**src/hdl/lcent_pkg.sv**
```systemverilog
package lcent_pkg;

    // Default depth of one scan; the sample index wraps after this many samples.
    localparam int MAX_SAMPLES_DEF = 4096;

    // Significant bits of a range sample and of an angle code.
    localparam int RANGE_BITS = 16;
    localparam int ANGLE_BITS = 16;

    // Mask applied to an incoming range sample.
    localparam logic [15:0] RANGE_MASK = (RANGE_BITS >= 16) ? 16'hFFFF
                                       : 16'((32'd1 << RANGE_BITS) - 32'd1);

    // Width of the running coordinate sums, which saturate at this width.
    localparam int SUM_W = 30;

    // Width of the dividend handed to the divider (sum magnitude plus half count).
    localparam int DIVIDEND_W = 30;

    // CORDIC start value: the inverse of the rotation gain in Q30.
    localparam logic signed [32:0] CORDIC_GAIN_Q30 = 33'sd652032874;

    // Number of CORDIC micro-rotations.
    localparam int CORDIC_ITERS = 16;

    // Largest centroid magnitude in millimetres.
    localparam logic [15:0] CENTROID_LIM = 16'hFFFF;

    // Configuration register indexes.
    localparam int CFG_IDX_W = 2;
    typedef enum logic [CFG_IDX_W-1:0] {
        REG_START_ANGLE = 2'd0,
        REG_ANGLE_STEP  = 2'd1,
        REG_RANGE_FLOOR = 2'd2,
        REG_RANGE_CEIL  = 2'd3
    } t_cfg_reg;

    // Arctangent of 2^-i in units of one quarter turn over 2^30.
    function automatic logic signed [31:0] atan_q30(input logic [3:0] idx);
        logic signed [31:0] val;
        case (idx)
            4'd0:    val = 32'sd536870912;
            4'd1:    val = 32'sd316933406;
            4'd2:    val = 32'sd167458907;
            4'd3:    val = 32'sd85004756;
            4'd4:    val = 32'sd42667331;
            4'd5:    val = 32'sd21354465;
            4'd6:    val = 32'sd10680862;
            4'd7:    val = 32'sd5340245;
            4'd8:    val = 32'sd2670163;
            4'd9:    val = 32'sd1335087;
            4'd10:   val = 32'sd667544;
            4'd11:   val = 32'sd333772;
            4'd12:   val = 32'sd166886;
            4'd13:   val = 32'sd83443;
            4'd14:   val = 32'sd41722;
            4'd15:   val = 32'sd20861;
            default: val = 32'sd0;
        endcase
        return val;
    endfunction

endpackage

```
**src/hdl/lcent_div.sv**
```systemverilog
module lcent_div #(
    parameter int N_W = lcent_pkg::DIVIDEND_W,
    parameter int D_W = $clog2(lcent_pkg::MAX_SAMPLES_DEF) + 1
) (
    input  logic           i_clk,
    input  logic           i_rst_n,
    input  logic           i_start,
    input  logic [N_W-1:0] i_dividend,
    input  logic [D_W-1:0] i_divisor,
    output logic           o_busy,
    output logic           o_done,
    output logic [N_W-1:0] o_quotient
);

    localparam int CW = $clog2(N_W + 1);

    logic          r_busy;
    logic          r_done;
    logic [CW-1:0] r_cnt;
    logic [N_W-1:0] r_quo;
    logic [D_W-1:0] r_rem;
    logic [D_W-1:0] r_div;

    logic [D_W:0]   w_shift;
    logic [D_W+1:0] w_diff;
    logic           w_fits;

    // One restoring step: bring down the next dividend bit and try the subtract.
    always_comb begin
        w_shift = {r_rem, r_quo[N_W-1]};
        w_diff  = {1'b0, w_shift} - {2'b00, r_div};
        w_fits  = !w_diff[D_W+1];
    end

    // Control: the step counter runs one dividend bit per cycle.
    always_ff @(posedge i_clk) begin
        if (!i_rst_n) begin
            r_busy <= 1'b0;
            r_done <= 1'b0;
            r_cnt  <= '0;
        end else begin
            r_done <= 1'b0;
            if (i_start && !r_busy) begin
                r_busy <= 1'b1;
                r_cnt  <= CW'(N_W);
            end else if (r_busy) begin
                r_cnt <= r_cnt - CW'(1);
                if (r_cnt == CW'(1)) begin
                    r_busy <= 1'b0;
                    r_done <= 1'b1;
                end
            end
        end
    end

    // Datapath: the dividend shifts out of the top while quotient bits enter below.
    always_ff @(posedge i_clk) begin
        if (i_start && !r_busy) begin
            r_quo <= i_dividend;
            r_rem <= '0;
            r_div <= i_divisor;
        end else if (r_busy) begin
            r_quo <= {r_quo[N_W-2:0], w_fits};
            r_rem <= w_fits ? w_diff[D_W-1:0] : w_shift[D_W-1:0];
        end
    end

    assign o_busy     = r_busy;
    assign o_done     = r_done;
    assign o_quotient = r_quo;

endmodule

```
**src/hdl/laser_scan_centroid_core.sv**
```systemverilog
// Channel   Direction  Handshake                  Payload
// cfg       in         i_cfg_valid / o_cfg_ready  i_cfg_index, i_cfg_data
// in        in         i_in_valid / o_in_stall    i_range_mm, i_last_of_scan
// out       out        o_out_valid / i_out_stall  o_centroid_x_mm, o_centroid_y_mm,
//                                                 o_points_used, o_no_valid_points
//
// A sample outside the range window goes straight to the step state; a counted sample
// also passes through the 16 iterations of the shared CORDIC rotator and the shared multiplier.
// The last sample of a scan with counted points then waits on the serial divider,
// which forms the x and then the y mean; an empty scan goes straight to the emit state.
// Reset is synchronous and active low; configuration is taken in any cycle.
// A stalled result waits in the output register while the next sample is worked.
module laser_scan_centroid_core #(
    parameter int MAX_SAMPLES = lcent_pkg::MAX_SAMPLES_DEF
) (
    input  logic                                i_clk,
    input  logic                                i_rst_n,

    input  logic                                i_cfg_valid,
    output logic                                o_cfg_ready,
    input  logic [lcent_pkg::CFG_IDX_W-1:0]     i_cfg_index,
    input  logic [15:0]                         i_cfg_data,

    input  logic                                i_in_valid,
    output logic                                o_in_stall,
    input  logic [15:0]                         i_range_mm,
    input  logic                                i_last_of_scan,

    output logic                                o_out_valid,
    input  logic                                i_out_stall,
    output logic signed [16:0]                  o_centroid_x_mm,
    output logic signed [16:0]                  o_centroid_y_mm,
    output logic [$clog2(MAX_SAMPLES):0]        o_points_used,
    output logic                                o_no_valid_points
);

    localparam int IDX_W = $clog2(MAX_SAMPLES);
    localparam int CNT_W = $clog2(MAX_SAMPLES) + 1;
    localparam int AB    = lcent_pkg::ANGLE_BITS;
    localparam int SW    = lcent_pkg::SUM_W;
    localparam int NW    = lcent_pkg::DIVIDEND_W;

    typedef enum logic [11:0] {
        S_IDLE  = 12'b000000000001,
        S_PHASE = 12'b000000000010,
        S_INIT  = 12'b000000000100,
        S_ROT   = 12'b000000001000,
        S_TRIG  = 12'b000000010000,
        S_MULX  = 12'b000000100000,
        S_MULY  = 12'b000001000000,
        S_ADDY  = 12'b000010000000,
        S_STEP  = 12'b000100000000,
        S_DIVX  = 12'b001000000000,
        S_DIVY  = 12'b010000000000,
        S_EMIT  = 12'b100000000000
    } t_state;

    typedef enum logic [1:0] {
        Q_FIRST  = 2'd0,
        Q_SECOND = 2'd1,
        Q_THIRD  = 2'd2,
        Q_FOURTH = 2'd3
    } t_quad;

    // Q30 CORDIC output to Q16, rounded half away from zero, clamped to one.
    function automatic logic signed [17:0] q30_to_q16(input logic signed [32:0] v);
        logic [32:0] mag;
        logic [33:0] rnd;
        logic [17:0] m18;
        mag = v[32] ? 33'(-v) : 33'(v);
        rnd = (34'(mag) + 34'd8192) >> 14;
        m18 = (rnd > 34'd65536) ? 18'd65536 : rnd[17:0];
        return v[32] ? -m18 : m18;
    endfunction

    // Range times Q16 trig back to millimetres, rounded half away from zero.
    function automatic logic signed [16:0] prod_to_mm(input logic signed [35:0] p);
        logic [35:0] mag;
        logic [36:0] rnd;
        logic [16:0] m17;
        mag = p[35] ? 36'(-p) : 36'(p);
        rnd = (37'(mag) + 37'd32768) >> 16;
        m17 = rnd[16:0];
        return p[35] ? -m17 : m17;
    endfunction

    // Running sum plus one term, saturated to the sum width.
    function automatic logic signed [SW-1:0] sat_add(input logic signed [SW-1:0] s,
                                                     input logic signed [16:0] t);
        logic signed [SW:0] n;
        n = {s[SW-1], s} + {{(SW - 16){t[16]}}, t};
        if (n[SW] != n[SW-1]) begin
            return n[SW] ? {1'b1, {(SW - 1){1'b0}}} : {1'b0, {(SW - 1){1'b1}}};
        end
        return n[SW-1:0];
    endfunction

    // Divider quotient to a signed, clamped centroid.
    function automatic logic signed [16:0] to_centroid(input logic [NW-1:0] q,
                                                       input logic neg);
        logic [16:0] m17;
        m17 = (q > NW'(lcent_pkg::CENTROID_LIM)) ? {1'b0, lcent_pkg::CENTROID_LIM}
                                                 : {1'b0, q[15:0]};
        return neg ? -m17 : m17;
    endfunction

    t_state n_state;
    t_state r_state;

    logic [15:0]              r_start_angle;
    logic [15:0]              r_angle_step;
    logic [15:0]              r_range_floor;
    logic [15:0]              r_range_ceil;

    logic [IDX_W-1:0]         r_idx;
    logic [CNT_W-1:0]         r_count;
    logic signed [SW-1:0]     r_sum_x;
    logic signed [SW-1:0]     r_sum_y;
    logic [3:0]               r_iter;
    logic                     r_out_valid;

    logic [15:0]              r_range;
    logic                     r_last;
    logic signed [35:0]       r_prod;
    logic signed [32:0]       r_x;
    logic signed [32:0]       r_y;
    logic signed [31:0]       r_z;
    t_quad                    r_quad;
    logic signed [17:0]       r_cos;
    logic signed [17:0]       r_sin;
    logic signed [16:0]       r_cx;

    logic signed [16:0]       r_out_cx;
    logic signed [16:0]       r_out_cy;
    logic [CNT_W-1:0]         r_out_pts;
    logic                     r_out_none;

    logic                     w_in_acc;
    logic                     w_out_free;
    logic [15:0]              w_range;
    logic                     w_hit;
    logic signed [17:0]       w_mul_a;
    logic signed [17:0]       w_mul_b;
    logic signed [35:0]       w_mul_p;
    logic [31:0]              w_ang_sum;
    logic [AB-1:0]            w_ang;
    logic [31:0]              w_phase;
    logic signed [32:0]       w_dx;
    logic signed [32:0]       w_dy;
    logic signed [17:0]       w_c;
    logic signed [17:0]       w_s;
    logic signed [17:0]       w_cq;
    logic signed [17:0]       w_sq;
    logic                     w_div_start;
    logic                     w_div_busy;
    logic                     w_div_done;
    logic [NW-1:0]            w_div_dividend;
    logic [NW-1:0]            w_div_quo;
    logic signed [SW-1:0]     w_div_sum;
    logic [SW-1:0]            w_div_mag;

    assign w_in_acc   = i_in_valid && !o_in_stall;
    assign w_out_free = !r_out_valid || !i_out_stall;
    assign w_range    = i_range_mm & lcent_pkg::RANGE_MASK;
    assign w_hit      = (r_range_floor < w_range) && (w_range < r_range_ceil);

    // Shared multiplier: angle offset, then range times cosine and sine.
    always_comb begin
        w_mul_a = 18'(r_range);
        w_mul_b = r_cos;
        case (r_state)
            S_PHASE: begin
                w_mul_a = 18'(r_idx);
                w_mul_b = 18'(r_angle_step);
            end
            S_MULY: begin
                w_mul_b = r_sin;
            end
            default: begin
            end
        endcase
        w_mul_p = w_mul_a * w_mul_b;
    end

    // Sample angle wrapped to the angle width, then placed as a 32-bit phase.
    assign w_ang_sum = 32'(r_start_angle) + r_prod[31:0];
    assign w_ang     = w_ang_sum[AB-1:0];
    assign w_phase   = 32'(w_ang) << (32 - AB);

    // One CORDIC micro-rotation per cycle through the shared shifters.
    assign w_dx = r_y >>> r_iter;
    assign w_dy = r_x >>> r_iter;

    // Rounded trig values, mapped back into their quadrant.
    always_comb begin
        w_cq = q30_to_q16(r_x);
        w_sq = q30_to_q16(r_y);
        case (r_quad)
            Q_FIRST: begin
                w_c = w_cq;
                w_s = w_sq;
            end
            Q_SECOND: begin
                w_c = -w_sq;
                w_s = w_cq;
            end
            Q_THIRD: begin
                w_c = -w_cq;
                w_s = -w_sq;
            end
            Q_FOURTH: begin
                w_c = w_sq;
                w_s = -w_cq;
            end
            default: begin
                w_c = w_cq;
                w_s = w_sq;
            end
        endcase
    end

    // Divider request: x mean after the last sample, y mean once x is done.
    assign w_div_start = ((r_state == S_STEP) && r_last && (r_count != '0))
                      || ((r_state == S_DIVX) && w_div_done);
    assign w_div_sum   = (r_state == S_DIVX) ? r_sum_y : r_sum_x;
    assign w_div_mag   = w_div_sum[SW-1] ? SW'(-w_div_sum) : SW'(w_div_sum);
    assign w_div_dividend = NW'(w_div_mag) + NW'(r_count >> 1);

    lcent_div #(
        .N_W(NW),
        .D_W(CNT_W)
    ) u_div (
        .i_clk      (i_clk),
        .i_rst_n    (i_rst_n),
        .i_start    (w_div_start),
        .i_dividend (w_div_dividend),
        .i_divisor  (r_count),
        .o_busy     (w_div_busy),
        .o_done     (w_div_done),
        .o_quotient (w_div_quo)
    );

    // Sequencer next state.
    always_comb begin
        n_state = r_state;
        case (r_state)
            S_IDLE: begin
                if (w_in_acc) begin
                    n_state = w_hit ? S_PHASE : S_STEP;
                end
            end
            S_PHASE: n_state = S_INIT;
            S_INIT:  n_state = S_ROT;
            S_ROT: begin
                if (r_iter == 4'(lcent_pkg::CORDIC_ITERS - 1)) begin
                    n_state = S_TRIG;
                end
            end
            S_TRIG:  n_state = S_MULX;
            S_MULX:  n_state = S_MULY;
            S_MULY:  n_state = S_ADDY;
            S_ADDY:  n_state = S_STEP;
            S_STEP: begin
                if (!r_last) begin
                    n_state = S_IDLE;
                end else if (r_count == '0) begin
                    n_state = S_EMIT;
                end else begin
                    n_state = S_DIVX;
                end
            end
            S_DIVX: begin
                if (w_div_done) begin
                    n_state = S_DIVY;
                end
            end
            S_DIVY: begin
                if (w_div_done) begin
                    n_state = S_EMIT;
                end
            end
            S_EMIT: begin
                if (w_out_free) begin
                    n_state = S_IDLE;
                end
            end
            default: n_state = S_IDLE;
        endcase
    end

    // Control state, configuration and scan accumulators.
    always_ff @(posedge i_clk) begin
        if (!i_rst_n) begin
            r_state       <= S_IDLE;
            r_start_angle <= '0;
            r_angle_step  <= '0;
            r_range_floor <= '0;
            r_range_ceil  <= 16'hFFFF;
            r_idx         <= '0;
            r_count       <= '0;
            r_sum_x       <= '0;
            r_sum_y       <= '0;
            r_iter        <= '0;
            r_out_valid   <= 1'b0;
        end else begin
            r_state <= n_state;

            if (i_cfg_valid && o_cfg_ready) begin
                case (i_cfg_index)
                    lcent_pkg::REG_START_ANGLE: r_start_angle <= i_cfg_data;
                    lcent_pkg::REG_ANGLE_STEP:  r_angle_step  <= i_cfg_data;
                    lcent_pkg::REG_RANGE_FLOOR: r_range_floor <= i_cfg_data;
                    lcent_pkg::REG_RANGE_CEIL:  r_range_ceil  <= i_cfg_data;
                    default: begin
                    end
                endcase
            end

            if (r_state == S_INIT) begin
                r_iter <= '0;
            end else if (r_state == S_ROT) begin
                r_iter <= r_iter + 4'd1;
            end

            if (r_state == S_MULY) begin
                r_sum_x <= sat_add(r_sum_x, prod_to_mm(r_prod));
            end

            if (r_state == S_ADDY) begin
                r_sum_y <= sat_add(r_sum_y, prod_to_mm(r_prod));
                if (r_count < CNT_W'(MAX_SAMPLES)) begin
                    r_count <= r_count + CNT_W'(1);
                end
            end

            if (r_state == S_STEP) begin
                if (r_last || (r_idx == IDX_W'(MAX_SAMPLES - 1))) begin
                    r_idx <= '0;
                end else begin
                    r_idx <= r_idx + IDX_W'(1);
                end
            end

            // The output register drains on its own; a new result loads once free.
            if ((r_state == S_EMIT) && w_out_free) begin
                r_out_valid <= 1'b1;
                r_count     <= '0;
                r_sum_x     <= '0;
                r_sum_y     <= '0;
            end else if (r_out_valid && !i_out_stall) begin
                r_out_valid <= 1'b0;
            end
        end
    end

    // Per-sample datapath registers.
    always_ff @(posedge i_clk) begin
        if (w_in_acc) begin
            r_range <= w_range;
            r_last  <= i_last_of_scan;
        end

        if ((r_state == S_PHASE) || (r_state == S_MULX) || (r_state == S_MULY)) begin
            r_prod <= w_mul_p;
        end

        if (r_state == S_INIT) begin
            r_quad <= t_quad'(w_phase[31:30]);
            r_x    <= lcent_pkg::CORDIC_GAIN_Q30;
            r_y    <= '0;
            r_z    <= {2'b00, w_phase[29:0]};
        end else if (r_state == S_ROT) begin
            if (!r_z[31]) begin
                r_x <= r_x - w_dx;
                r_y <= r_y + w_dy;
                r_z <= r_z - lcent_pkg::atan_q30(r_iter);
            end else begin
                r_x <= r_x + w_dx;
                r_y <= r_y - w_dy;
                r_z <= r_z + lcent_pkg::atan_q30(r_iter);
            end
        end

        if (r_state == S_TRIG) begin
            r_cos <= w_c;
            r_sin <= w_s;
        end

        if ((r_state == S_DIVX) && w_div_done) begin
            r_cx <= to_centroid(w_div_quo, r_sum_x[SW-1]);
        end

        if ((r_state == S_EMIT) && w_out_free) begin
            r_out_pts  <= r_count;
            r_out_none <= (r_count == '0);
            if (r_count == '0) begin
                r_out_cx <= '0;
                r_out_cy <= '0;
            end else begin
                r_out_cx <= r_cx;
                r_out_cy <= to_centroid(w_div_quo, r_sum_y[SW-1]);
            end
        end
    end

    // The y quotient stays on the divider output until the result is loaded.
    assign o_cfg_ready       = 1'b1;
    assign o_in_stall        = (r_state != S_IDLE);
    assign o_out_valid       = r_out_valid;
    assign o_centroid_x_mm   = r_out_cx;
    assign o_centroid_y_mm   = r_out_cy;
    assign o_points_used     = r_out_pts;
    assign o_no_valid_points = r_out_none;

`ifndef SYNTHESIS
    // The valid count never runs past its saturation limit.
    a_count_limit: assert property (@(posedge i_clk) disable iff (!i_rst_n)
        r_count <= CNT_W'(MAX_SAMPLES))
        else $error("valid count beyond its limit");

    // A divide request is only made while the divider is free.
    a_div_free: assert property (@(posedge i_clk) disable iff (!i_rst_n)
        w_div_start |-> !w_div_busy)
        else $error("divider restarted while busy");

    // Loading a result clears the scan accumulators and raises the output.
    a_emit_clears: assert property (@(posedge i_clk) disable iff (!i_rst_n)
        ((r_state == S_EMIT) && w_out_free) |=>
            (o_out_valid && (r_count == '0) && (r_sum_x == '0) && (r_sum_y == '0)))
        else $error("result load did not clear the scan state");

    // An empty scan reports a zero centroid and no points.
    a_empty_zero: assert property (@(posedge i_clk) disable iff (!i_rst_n)
        (o_out_valid && o_no_valid_points) |->
            ((o_centroid_x_mm == '0) && (o_centroid_y_mm == '0) && (o_points_used == '0)))
        else $error("empty scan with a nonzero result");

    // A sample is accepted only when its work cannot collide with a pending divide.
    a_idle_div: assert property (@(posedge i_clk) disable iff (!i_rst_n)
        w_in_acc |-> !w_div_busy)
        else $error("sample accepted during a divide");
`endif

endmodule

```
**config.mk**
```make
export PLATFORM = sky130hd
export DESIGN_NAME = laser_scan_centroid_core
export DESIGN_NICKNAME = d
export VERILOG_FILES = /design/src/hdl/lcent_pkg.sv /design/src/hdl/lcent_div.sv /design/src/hdl/laser_scan_centroid_core.sv
export SDC_FILE = /design/constraint.sdc
export NUM_CORES = 2
export LEC_CHECK = 0
export BUFFER_PORTS_ARGS = -buffer_cell sky130_fd_sc_hd__clkbuf_2
export CAP_MARGIN = 15
export CELL_PAD_IN_SITES_DETAIL_PLACEMENT = 1
export CELL_PAD_IN_SITES_GLOBAL_PLACEMENT = 2
export CORE_ASPECT_RATIO = 1.1
export CORE_MARGIN = 3
export CORE_UTILIZATION = 37
export CTS_BUF_LIST = sky130_fd_sc_hd__clkbuf_8 sky130_fd_sc_hd__clkbuf_16
export CTS_CLUSTER_DIAMETER = 120
export CTS_CLUSTER_SIZE = 8
export DETAILED_ROUTE_END_ITERATION = 6
export PLACE_DENSITY_LB_ADDON = 0.1
export SETUP_SLACK_MARGIN = 0.05
export SLEW_MARGIN = 20
export SYNTH_ARGS = -nofsm -noshare
export SYNTH_HDL_FRONTEND = slang
export SYNTH_SLANG_ARGS = --single-unit
```
**constraint.sdc**
```tcl
create_clock -name i_clk -period 7.8 [get_ports i_clk]
set_clock_uncertainty 0.1 [all_clocks]
set_input_delay 0.78 -clock i_clk [delete_from_list [all_inputs] [get_ports i_clk]]
set_output_delay 0.78 -clock i_clk [all_outputs]
set_load 0.05 [all_outputs]
```
# ---- Yosys cells after proc, flatten, opt, wreduce, memory -nomap -nowiden
# Memories as Yosys holds them, arrays and structs flattened. A register that Yosys moved wholly into a read port is not among the register bits.
# Cells that the tools add are included.
dict set report classes {
  add_sub_neg 28
  mux 65
  n_eq_ne 29
  n_bitwise 2
  magnitude_cmp 6
  n_shift 2
  n_reduce_logical 35
  n_mul 1
}
# operator count
set op_table {}
lappend op_table {{two-way mux 30 bit} 12}
lappend op_table {{two-way mux 32 bit} 7}
lappend op_table {{two-way mux 33 bit} 5}
lappend op_table {{case mux 12 bit (12 select lines)} 1}
lappend op_table {{case mux 18 bit (4 select lines)} 2}
lappend op_table {{negation 33 bit} 3}
lappend op_table {{two-way mux 12 bit} 8}
lappend op_table {{two-way mux 18 bit} 4}
lappend op_table {{negation 18 bit} 4}
lappend op_table {{adder 33 x 14 -> 34 bit (second input constant)} 2}
lappend op_table {{adder 33 bit} 2}
lappend op_table {{>>> shifter 33 x 4 -> 33 bit} 2}
lappend op_table {{subtractor 33 bit} 2}
lappend op_table {{adder 30 x 17 -> 31 bit} 2}
lappend op_table {{two-way mux 17 bit} 3}
lappend op_table {{greater-than comparator 20 x 17 -> 1 bit (second input constant)} 2}
lappend op_table {{case mux 18 bit (2 select lines)} 1}
lappend op_table {{multiplier 17 x 18 -> 35 bit} 1}
lappend op_table {{adder 33 x 16 -> 33 bit (second input constant)} 1}
lappend op_table {{adder 32 bit} 1}
lappend op_table {{less-than comparator 16 bit} 2}
lappend op_table {{two-way mux 16 bit} 2}
lappend op_table {{subtractor 32 bit} 1}
lappend op_table {{adder 30 x 12 -> 30 bit} 1}
lappend op_table {{48 further kinds} 97}
dict set report word_totals {
  romBits 960
  out_inout_bits 51
  ff_bits 482
  mem_count 2
  in_bits 40
  elab_cells 203
}
# name words word_bits read_ports rd_ports_with_merged_regs wr line
set memory_table {}
lappend memory_table {{(name not given)} 16 30 1 1 0 lcent_pkg.sv:41} ;# case (idx)
lappend memory_table {{(name not given)} 16 30 1 1 0 lcent_pkg.sv:41}

# ---- Depth between registers and ports, before layout
dict set report logic_depth {
  depth_word 11
  depth_mapped 37
  depth_no_buf 35
}

# ---- Modules after synthesis
# A second synthesis with hierarchy kept.
dict set report hier_totals {
  hier_cells 6436
  hier_area_um2 53775.3
}
# module n_inst area_each_um2 cells_per_inst seq_area_each_um2
set modules_own_cells {}
lappend modules_own_cells {laser_scan_centroid_core 1 50556.0 6166 10650.2}
lappend modules_own_cells {lcent_div 1 3219.3 270 1691.6}

# ---- Worst setup path after synthesis
# Ideal clock, no wire load.
dict set report synth_timing {
  path_kind {register to register}
  from {reg r_y[32]}
  to {reg r_sin[17], data pin}
  setup_slack_ns -0.614
  required_time_ns 7.428
  arrival_ns 8.042
  path_buffers 10
  stages_incl_launch_ff 34
  synth_period_minus_slack_ns 8.414
  setup_ns 0.272
  cell_sequence {dfxtp_1 clkbuf_1 clkbuf_1 buf_1 clkbuf_1 clkbuf_1 clkbuf_1 clkbuf_1 o21ai_0 xnor2_1 ha_1 buf_1 nand3_1 nor4_1 nor2_1 a21o_1 nor3_1 a22oi_1 nor4_1 nand4_1 nand2_1 clkbuf_1 nand2_1 ha_1 o2111ai_1 or2_2 and4_1 a211o_1 o21ai_0 or4_1 clkbuf_1 nor2_1 a21oi_1 mux4_2}
}
dict set report synth_between {
  elab_chain_cells 9
}
# item line
set synth_lines {}
lappend synth_lines {{from (decl)} laser_scan_centroid_core.sv:126} ;# logic signed [32:0] r_y;
lappend synth_lines {{from (signal assigned)} laser_scan_centroid_core.sv:375} ;# r_y <= r_y + w_dy;
lappend synth_lines {{from (signal assigned)} laser_scan_centroid_core.sv:379} ;# r_y <= r_y - w_dy;
lappend synth_lines {{negation 33 bit} laser_scan_centroid_core.sv:70} ;# mag = v[32] ? 33'(-v) : 33'(v);
lappend synth_lines {{two-way mux 33 bit} laser_scan_centroid_core.sv:70}
lappend synth_lines {{adder 33 x 14 -> 34 bit} laser_scan_centroid_core.sv:71} ;# rnd = (34'(mag) + 34'd8192) >> 14;
lappend synth_lines {{greater-than comparator 20 x 17 -> 1 bit} laser_scan_centroid_core.sv:72} ;# m18 = (rnd > 34'd65536) ? 18'd65536 : rnd[17:0];
lappend synth_lines {{two-way mux 18 bit} laser_scan_centroid_core.sv:72}
lappend synth_lines {{negation 18 bit} laser_scan_centroid_core.sv:73} ;# return v[32] ? -m18 : m18;
lappend synth_lines {{two-way mux 18 bit *} laser_scan_centroid_core.sv:73}
lappend synth_lines {{negation 18 bit} laser_scan_centroid_core.sv:209} ;# w_s = -w_sq;
lappend synth_lines {{case mux 18 bit (4 select lines) *} laser_scan_centroid_core.sv:198} ;# case (r_quad)
lappend synth_lines {{named net w_s[17]} laser_scan_centroid_core.sv:151} ;# logic signed [17:0] w_s;
lappend synth_lines {{to (signal assigned)} laser_scan_centroid_core.sv:386} ;# r_sin <= w_s;
lappend synth_lines {{to (decl)} laser_scan_centroid_core.sv:130} ;# logic signed [17:0] r_sin;
# Mark *: on every way through the listed nets, which the timed path passes. The rest lies on a longest branch.
# A chain may end at the register's enable or synchronous reset.

# ---- Final worst setup path
dict set report layout_timing {
  from {reg r_state[7]}
  to {reg r_prod[31], data pin}
}
dict set report layout_between {
  elab_chain_cells 3
  word_cells_on_any_way 5
  classes_between {mul (1); eq/ne (2); mux (2)}
}
# item line
set layout_lines {}
lappend layout_lines {{from (decl)} laser_scan_centroid_core.sv:108} ;# t_state r_state;
lappend layout_lines {{from (signal assigned)} laser_scan_centroid_core.sv:306} ;# r_state <= n_state;
lappend layout_lines {{== test 12 x 7 -> 1 bit or == test 12 x 2 -> 1 bit (tied branches)} laser_scan_centroid_core.sv:171} ;# case (r_state)
lappend layout_lines {{case mux 18 bit (2 select lines) or two-way mux 16 bit (tied branches)} laser_scan_centroid_core.sv:171}
lappend layout_lines {{multiplier 17 x 18 -> 35 bit *} laser_scan_centroid_core.sv:182} ;# w_mul_p = w_mul_a * w_mul_b;
lappend layout_lines {{named net w_mul_p[31]} laser_scan_centroid_core.sv:144} ;# logic signed [35:0] w_mul_p;
lappend layout_lines {{to (signal assigned)} laser_scan_centroid_core.sv:364} ;# r_prod <= w_mul_p;
lappend layout_lines {{to (decl)} laser_scan_centroid_core.sv:124} ;# logic signed [35:0] r_prod;
# Marks and branches as above.

==> run_results.csv <==
group,metric,value,unit
outcome,status,"finished, final reports clean",
critical_path,cp_max_fo,8,
die,start_util,37.5,%
placement,place.gp.congestion,0.889,
clock_network,cts_tree,"built",
drt,viasPerCell,5.52,
global_routing,grt_pass1_vias,50600,
synth,synth_compound_area_share,16.5,%
timing,final-hold-violation-count,0,
critical_path,path_common_cell,"fa_1",
critical_path,crit_arrival,8.13,ns
global_routing,grt-ovfl-total,0,
critical_path,max_stage_delay,0.58,ns
timing,finalSetupTns,0,ns
synth,synth-xor-area-share,7.78,%
drt,ant_nets,0,
die,fp.dieW,369,µm
synth,async_flop_share,0,%
drt,vias,49100,
synth,netlist_instances,6448,
synth,synth_fa_ha_area_share,20.3,%
drt,routed_wirelength,196000,µm
critical_path,path_class,"reg2reg",
clock_network,cts.clk_slew.worst_paths,0.05,ns
synth,ys_warn_count,0,
critical_path,start_kind,"flop",
clock_network,htree_levels,3,
critical_path,cp_top_family,"adder cells",
clock_network,worst_skew_pair.late_latency,0.69,ns
synth,synth_edf_count,211,
synth,yosysTopAreaCell,"edfxtp_1",
critical_path,critPathSlowestCell,"fa_1",
synth,syn_area,53700,µm²
timing,fin_crit_sh,100,%
drt,routedWlPerCell,22.0,µm
drt,drc_errors,0,
timing,slew_viol_final,0,
timing,rsz0062_at_grt,"yes",
clock_network,cts-root-buf,"clkbuf_16",
critical_path,r2r_slack,0.001,ns
layout,drive_gt1_share,19.2,%
synth,synth_area_leaders,"edfxtp_1 12%, fa_1 11%, dfxtp_1 11%",
die,fp.dieH,405,µm
synth,seq_area_frac_synth,23.0,%
critical_path,ff2ff_path_depth,31,
global_routing,grt_max_degree,83,
placement,hpwlAfterDp,151000,µm
layout,finish.net_count,7610,
timing,setup_violations,0,
critical_path,worst_ep_required_time,8.13,ns
die,ios,91,
clock_network,cts_hold_buffers,0,
hold_path,hold_path.class,"in2reg",
timing,relSlewSlack,25.6,%
die,placementRows,145,
synth,syn_nets,7130,
synth,yosysUniqueCellTypes,113,
critical_path,crit_path_end_kind,"flop",
critical_path,rr_endpoint,"r_prod[31]$_DFFE_PP_",
global_routing,antenna_found_initial,10,
clock_network,clockBufferDepth,3,
synth,synth_top_family_by_area,"adder cells",
drt,dr.pass1.iters,7,
synth,yosys_register_bits,511,
clock_network,numCtsBuffers,75,
flow_run,maxCapViolations,0,
layout,area_delta_synth_final,19.9,%
timing,clock.fmax,128,MHz
critical_path,critPathBufInv,6,
timing,min_period,7.80,ns
synth,synth-main-ff-cell,"dfxtp_1",
die,core_region_area,143000,µm²
layout,fillers,16800,
hold_path,min_to,"r_range[7]$_DFFE_PP_",
placement,port_buffers,89,
global_routing,grt_pass1_wl,299000,µm
global_routing,grt.total_usage,25.4,%
synth,syn_area_per_cell,8.33,µm²
hold_path,worstHoldPathCells,1,
clock_network,cts_sinks,511,
synth,synth_mux_area_share,6.41,%
synth,yosys.area_share.simple,19.8,%
hold_path,worstHoldStart,"i_range_mm[7]",
synth,synth_top_area_share,11.8,%
timing,worst_slew_pin_slew,1.11,ns
die,dieArea,150000,µm²
critical_path,worstReg2RegStart,"r_state[7]$_SDFFE_PN0P_",
drt,drt_iter0_drc,2812,
[registers in the layout, summed over array words and instances, names as in the netlist, 17 cells and up, named ones only]
| name | count |
|---|---|
| r_cos | 18 |
| r_sum_y | 30 |
| u_div.o_quotient | 30 |
| r_y | 33 |
| r_cx | 17 |
| o_centroid_y_mm | 17 |
| r_x | 33 |
| r_prod | 34 |
| r_sin | 18 |
| o_centroid_x_mm | 17 |
| r_z | 32 |
| r_sum_x | 30 |
[area by class of cell]
type / instances / area [µm²] / share of cell area, %
timing repair buffer: 712 / 5530 / 8.59
clock inverter: 47 / 315 / 0.490
clock buffer: 78 / 1940 / 3.01
sequential: 511 / 12400 / 19.2
antenna: 9 / 22.5 / 0.0350
inverter: 572 / 2150 / 3.34
multi-input combinational: 5056 / 39700 / 61.6
tap: 1911 / 2390 / 3.71
[routing by layer]
layer	share of wire, %	wire (µm)	up-vias	GRT usage [%]
met5	0.014	27	-	0
met4	3.2	6240	4	8.46
met3	4.7	9280	264	4.11
met2	46	90600	792	41.3
met1	46	89500	24600	34.4
li1	-	-	23400	-
[logic make-up (layout without fill, tap and decap cells)]
kind of cell	after synthesis	in the layout
xor+xnor	477	477
compound gates	1365	1365
simple gates	2284	2284
other cells	1	10
mux	228	228
fa+ha+maj	701	701
flops	511	511
buf+inv	881	1409
[repair_timing]
item	in CTS	in global routing
pin swaps	60	131
gates resized for setup	171	240
endpoints found under the setup margin	73	93
cloned	2	6
setup buffers	52	29
[metrics by stage]
stage                     instances  area (µm²)  hold WS, ns  worst slack (ns)  utilization, %
after floorplan                6448       53700        0.326            0.0429               -
after global placement         8674       59600        0.341            -0.449            41.6
after detailed placement       8674       59600        0.354            -0.537            41.6
after CTS                      8853       63000        0.226           0.00350            44.0
after global routing           8889       64400        0.240            -0.299            45.0
final                          8896       64400        0.279           0.00116            45.0
[layout by cell type, fill, tap and decap left out, types with 105 or more instances in the layout]
master	netlist	final
nand2_1	820	772
buf_4	1	567
xor2_1	213	207
ha_1	341	318
inv_1	567	580
nor2_1	621	592
fa_1	301	288
o21ai_0	269	253
nor3_1	166	154
a21oi_1	389	372
nand3_1	123	105
xnor2_1	264	257
edfxtp_1	211	211
dfxtp_1	300	290
[how the worst max path moves through the flow]
stage                             start                        to  cells after the start
4_1_cts        r_state[10]$_SDFFE_PN0P_      r_prod[34]$_DFFE_PP_                     33
3_3_place_gp    r_state[9]$_SDFFE_PN0P_      r_prod[34]$_DFFE_PP_                     33
5_1_grt             r_prod[0]$_DFFE_PP_  r_sum_x[17]$_SDFFE_PP0N_                     32
6_report        r_state[7]$_SDFFE_PN0P_      r_prod[31]$_DFFE_PP_                     31
2_1_floorplan      r_x[32]$_SDFFE_PP0P_       r_sin[17]$_DFFE_PP_                     30
3_5_place_dp    r_state[9]$_SDFFE_PN0P_      r_prod[34]$_DFFE_PP_                     33
[cell usage after synthesis (123+ instances only)]
cell,n
xnor2_1,264
ha_1,341
nand2_1,820
xor2_1,213
nor2_1,621
dfxtp_1,300
fa_1,301
clkbuf_1,269
nand3_1,123
nor3_1,166
a21oi_1,389
inv_1,567
edfxtp_1,211
o21ai_0,269
Power is not shown: default switching activity piles up to over one toggle a cycle in this logic, so the estimate is an artifact.
